--- src/rtl/assert_macros.svh ---
// Assertion macros shared by the RTL files.
// Included by modules that carry concurrent checks.
`ifndef ASSERT_MACROS_SVH
`define ASSERT_MACROS_SVH
// Implication checked on every clock edge outside reset.
`define ASSERT_IMPL(label, clk, rst_n, ante, cons, msg) \
	label: assert property (@(posedge clk) disable iff (!rst_n) (ante) |-> (cons)) \
	else $error(msg);
// Next-cycle implication checked outside reset.
`define ASSERT_NEXT(label, clk, rst_n, ante, cons, msg) \
	label: assert property (@(posedge clk) disable iff (!rst_n) (ante) |=> (cons)) \
	else $error(msg);
`endif

--- src/rtl/aes_cbc_ram.sv ---
// Generic single-port synchronous RAM, registered read.
// No dependencies.
`default_nettype none
module aes_cbc_ram #(
	parameter int Width = 32,
	parameter int Depth = 64
) (
	input  wire logic                     clk,
	input  wire logic                     we,
	input  wire logic [$clog2(Depth)-1:0] addr,
	input  wire logic [Width-1:0]         wdata,
	output logic      [Width-1:0]         rdata
);
	logic [Width-1:0] mem_q [Depth];

	always_ff @(posedge clk) begin
		if (we) mem_q[addr] <= wdata;
		rdata <= mem_q[addr];
	end
endmodule
`default_nettype wire

--- config.mk ---
export PLATFORM = sky130hd
export DESIGN_NAME = aes_cbc_ram
export DESIGN_NICKNAME = d
export VERILOG_FILES = /design/src/rtl/assert_macros.svh /design/src/rtl/aes_cbc_ram.sv
export SDC_FILE = /design/constraint.sdc
export NUM_CORES = 2
export LEC_CHECK = 0
export BUFFER_PORTS_ARGS = -buffer_cell sky130_fd_sc_hd__buf_2
export CORE_MARGIN = 8
export CORE_UTILIZATION = 64
export DETAILED_ROUTE_END_ITERATION = 10
export PLACE_DENSITY = 0.77
export SKIP_LAST_GASP = 1
export SYNTH_ARGS = -nofsm -noshare
export SYNTH_HDL_FRONTEND = slang
export SYNTH_SLANG_ARGS = --single-unit
--- constraint.sdc ---
create_clock -name clk -period 6.1 [get_ports clk]
set_input_delay 0.915 -clock clk [delete_from_list [all_inputs] [get_ports clk]]
set_output_delay 0.915 -clock clk [all_outputs]
set_load 0.01 [all_outputs]
==> Word-level counts from Yosys, hierarchy flattened <==
Memories as Yosys holds them, arrays and structs flattened. A register that Yosys moved wholly into a read port is not among the register bits.
Cells that the tools add are included.
Widths: inputs -> output; s select.
{ "classes": {"mux": 2} }
{ "op_table": {"columns": ["operator", "count"], "rows": [
  ["$mux 1", 2]
]} }
{ "totals": {"wordCells": 3, "mem_bits_rw": 2048, "ff_bits": 0, "memories": 1, "output_inout_bits": 32} }
{ "mem_list": {"columns": ["name", "depth", "width", "rd", "rd_ports_with_merged_regs", "write_ports", "line", "text"], "rows": [
  ["mem_q", 64, 32, 1, 1, 1, "aes_cbc_ram.sv:14", "logic [Width-1:0] mem_q [Depth];"]
]} }

==> Logic depth before layout (Yosys ltp) <==
{ "depth": {"depth_word": 2, "mapped_depth": 13} }

==> Least setup slack after synthesis <==
Ideal clock, no wire load.
{ "synth_timing": {"path_type": "input to register", "startpoint": "input addr[2]", "endpoint": "memory mem_q[15][0], enable pin", "setup_ns": 0.421, "n_path_buf": 6, "required_ns": 5.679, "slack_ns": 1.946, "arrival_time_ns": 3.733, "cell_stages": 8, "cell_sequence": "buf_2 buf_2 buf_2 buf_2 buf_2 buf_2 nand3_1 nor2_1"} }
{ "synth_rtl": {"columns": ["item", "line", "text"], "rows": [
  ["from (decl)", "aes_cbc_ram.sv:10", "input wire logic [$clog2(Depth)-1:0] addr,"],
  ["to (decl)", "aes_cbc_ram.sv:14", null]
]} }
No word-level cell before the write port.

==> results_dict.tcl <==
set metrics [dict create \
    pre_cts_ws_ns 1.55 \
    ys_ff_latch 2080 \
    portBuffers 71 \
    setup_viol 0 \
    post_cts_resized 0 \
    final_common_cell "edfxtp_1" \
    crit_path_cell_trace "buf_8 -> buf_4 -> nor2b_4 -> buf_4 -> a221oi_1 -> o22a_1 -> o22ai_1 -> or4_1" \
    vias 44100 \
    cts_num_sinks 2080 \
    yosysUniqueCellTypes 56 \
    drv_cap 0 \
    cts_buffers 192 \
    synth_top_area_share_pct 77.9 \
    grt_pass1_vias 42400 \
    tns_ns 0 \
    synth_area_um2 78900 \
    yosys.area.top_type "edfxtp_1" \
    cp_slowest_stage_delay_ns 0.67 \
    crit_slowest_cell "buf_4" \
    overflow 0 \
    gp_congestion 0.894 \
    switching_share_pct 21.6 \
    synth_async_sr_flop_share_pct 0 \
    critical_path_class "in2reg" \
    die_h_um 367 \
    worst_slack_ns 2.16 \
    drt-total-wl_um 208000 \
    initial_core_util_pct 64.2 \
    slew_violations 0 \
    nets 4410 \
    die_w_um 367 \
    grt_start_max_net_pins 103 \
    p_int_mw 22.7 \
    antenna_found_initial 23 \
    cts_setup_buffers 0 \
    coreArea_um2 123000 \
    seq_area_frac_synth_pct 78.7 \
    cp-start-kind "input port" \
    route.met3.wl_um 30300 \
    worst_path_most_repeated_cell "buf_4" \
    vias_per_cell 7.14 \
    clockBufferDepth 3 \
    synth_edf_count 2048 \
    synth_warnings 0 \
    synth_flop_cell "edfxtp_1" \
    num_rows 129 \
    p_comb_share_pct 5.3 \
    post_drt_wl_per_cell_um 33.7 \
    drcViolationCount 0 \
    ctsHoldBuffers 0 \
    finalHoldViolCount 0 \
    final-instance-count-excl-fill 6174 \
    min_period_over_period_pct 64.6 \
    p_seq_share_pct 54.9 \
    first_pass_iters 9 \
    drt_iter0_markers 7411 \
    ir_drop_uv 383 \
    cp_max_fo 82 \
    p_leak_nw 28.3 \
    clkTransAtPathRegs_ns 0.06 \
    clockPowerShare_pct 39.8 \
    hpwlAfterDp_um 118000 \
    htree_levels 4 \
    rsz0062_at_grt "no" \
    power_density_nw_per_um2 329 \
    clk_latency_ns 0.82 \
    dpl.cell_count 5813 \
    critPathRequiredTime_ns 6.87 \
    yosys-top-cells-area "edfxtp_1, mux2i_1, mux4_2, mux2_2, a221oi_1" \
    cp-end-kind "register" \
    critPathArrivalTime_ns 4.71 \
    dr.max_layer_used "met5" \
    ios 72 \
    cts_tree "built" \
    synthCells 4239 \
    syn_to_final_growth_pct 11.4 \
    clock.fmax_mhz 254 \
    net-switching-power_mw 6.26 \
    tightest_slew_ns 1.34 \
    final_cell_mix "edfxtp_1, mux2i_1, clkbuf_16" \
    die_area_um2 135000 \
    ant_nets 0 \
    wl_met1_um 75300 \
    finClkSkew_ns 0.0349 \
    syn_avg_cell_area_um2 18.6 \
    cts_root_buf "clkbuf_16" \
    fin_util_pct 71.5 \
    layout-drive-gt1-share_pct 18.2 \
    grt_pass1_wl_um 298000 \
    run_status "complete, no violations" \
    dr_wl_met2_um 95400 \
    fin_crit_ns 3.94 \
    hp-class "reg2reg" \
    grt_usage_pct 30.1 \
    slew_headroom_pct 10.5 \
    syn-num-nets 4279 \
]
stage by stage:
stage               power (mW)  area, um^2  hold slack, ns
floorplan                 16.9       78900           0.564
global placement          17.7       81900           0.613
detailed placement        17.7       81900           0.641
CTS                       29.0       87900           0.661
global route              29.6       87900           0.703
finish                    29.0       88000           0.674
kinds of logic after synthesis:
kind of cell,count (synthesis),share of synthesized area [%]
multiplexers,502,8.12
flip-flops,2080,78.7
AO/OA/AOI/OAI,933,8.66
buffers and inverters,300,1.68
AND/OR/NAND/NOR,424,2.81
critical path, delay by kind of cell:
kind	cells	cell delay (ns)
AOI/OAI and AO/OA	3	0.99
and+or+nand+nor	2	0.87
buffers and inverters	3	1.76
path summary, 6_finish.rpt:
check	from	endpoint	slack, ns	depth (start not counted)
worst max-delay path	addr[2]	rdata[15]	2.16	8
worst min-delay path	mem_q[58][20]	rdata[20]	0.67	4
worst max register to register	mem_q[28][19]	rdata[19]	3.35	5
worst min register to register	mem_q[58][20]	rdata[20]	0.67	4
cell type report:
class | count | area [um^2]
flip-flops and latches | 2080 | 62100
fillers | 7083 | 35000
multi-input cells | 1859 | 16000
clock buffers | 264 | 5290
well taps | 1637 | 2050
repair buffers | 235 | 1690
clock inverters | 88 | 709
diodes | 9 | 22.5
inverters | 2 | 15.0
sequential cells by signal (all words and copies together), names as in the netlist:
name   flops
rdata     32
mem_q   2048
routing by layer:
metal  GRT usage, %  vias up
met4           9.56       18
li1               -    17900
met3           8.44      473
met5          0.427        -
met1           42.9    22300
met2           45.9     3454
Yosys cell counts, drive strengths merged, types with 22 or more instances:
master	count
nor3	22
and3	85
o21ai	85
buf	129
a221oi	175
o22ai	93
edfxtp	2048
dfxtp	32
clkbuf	169
a22oi	188
a21oi	121
a22o	66
nor2	145
o22a	70
nand3	54
mux2i	259
mux4	96
mux2	147
a31oi	43
nand2	28
power by group through the flow:
stage	logic, mW	clock network (mW)	registers, mW
2_1_floorplan	0.757	0	16.2
3_3_place_gp	1.46	0	16.2
3_5_place_dp	1.50	0	16.2
4_1_cts	1.51	11.5	15.9
5_1_grt	1.59	12.1	15.9
6_report	1.54	11.5	15.9
Note: power is estimated with default switching activity, not from simulation.
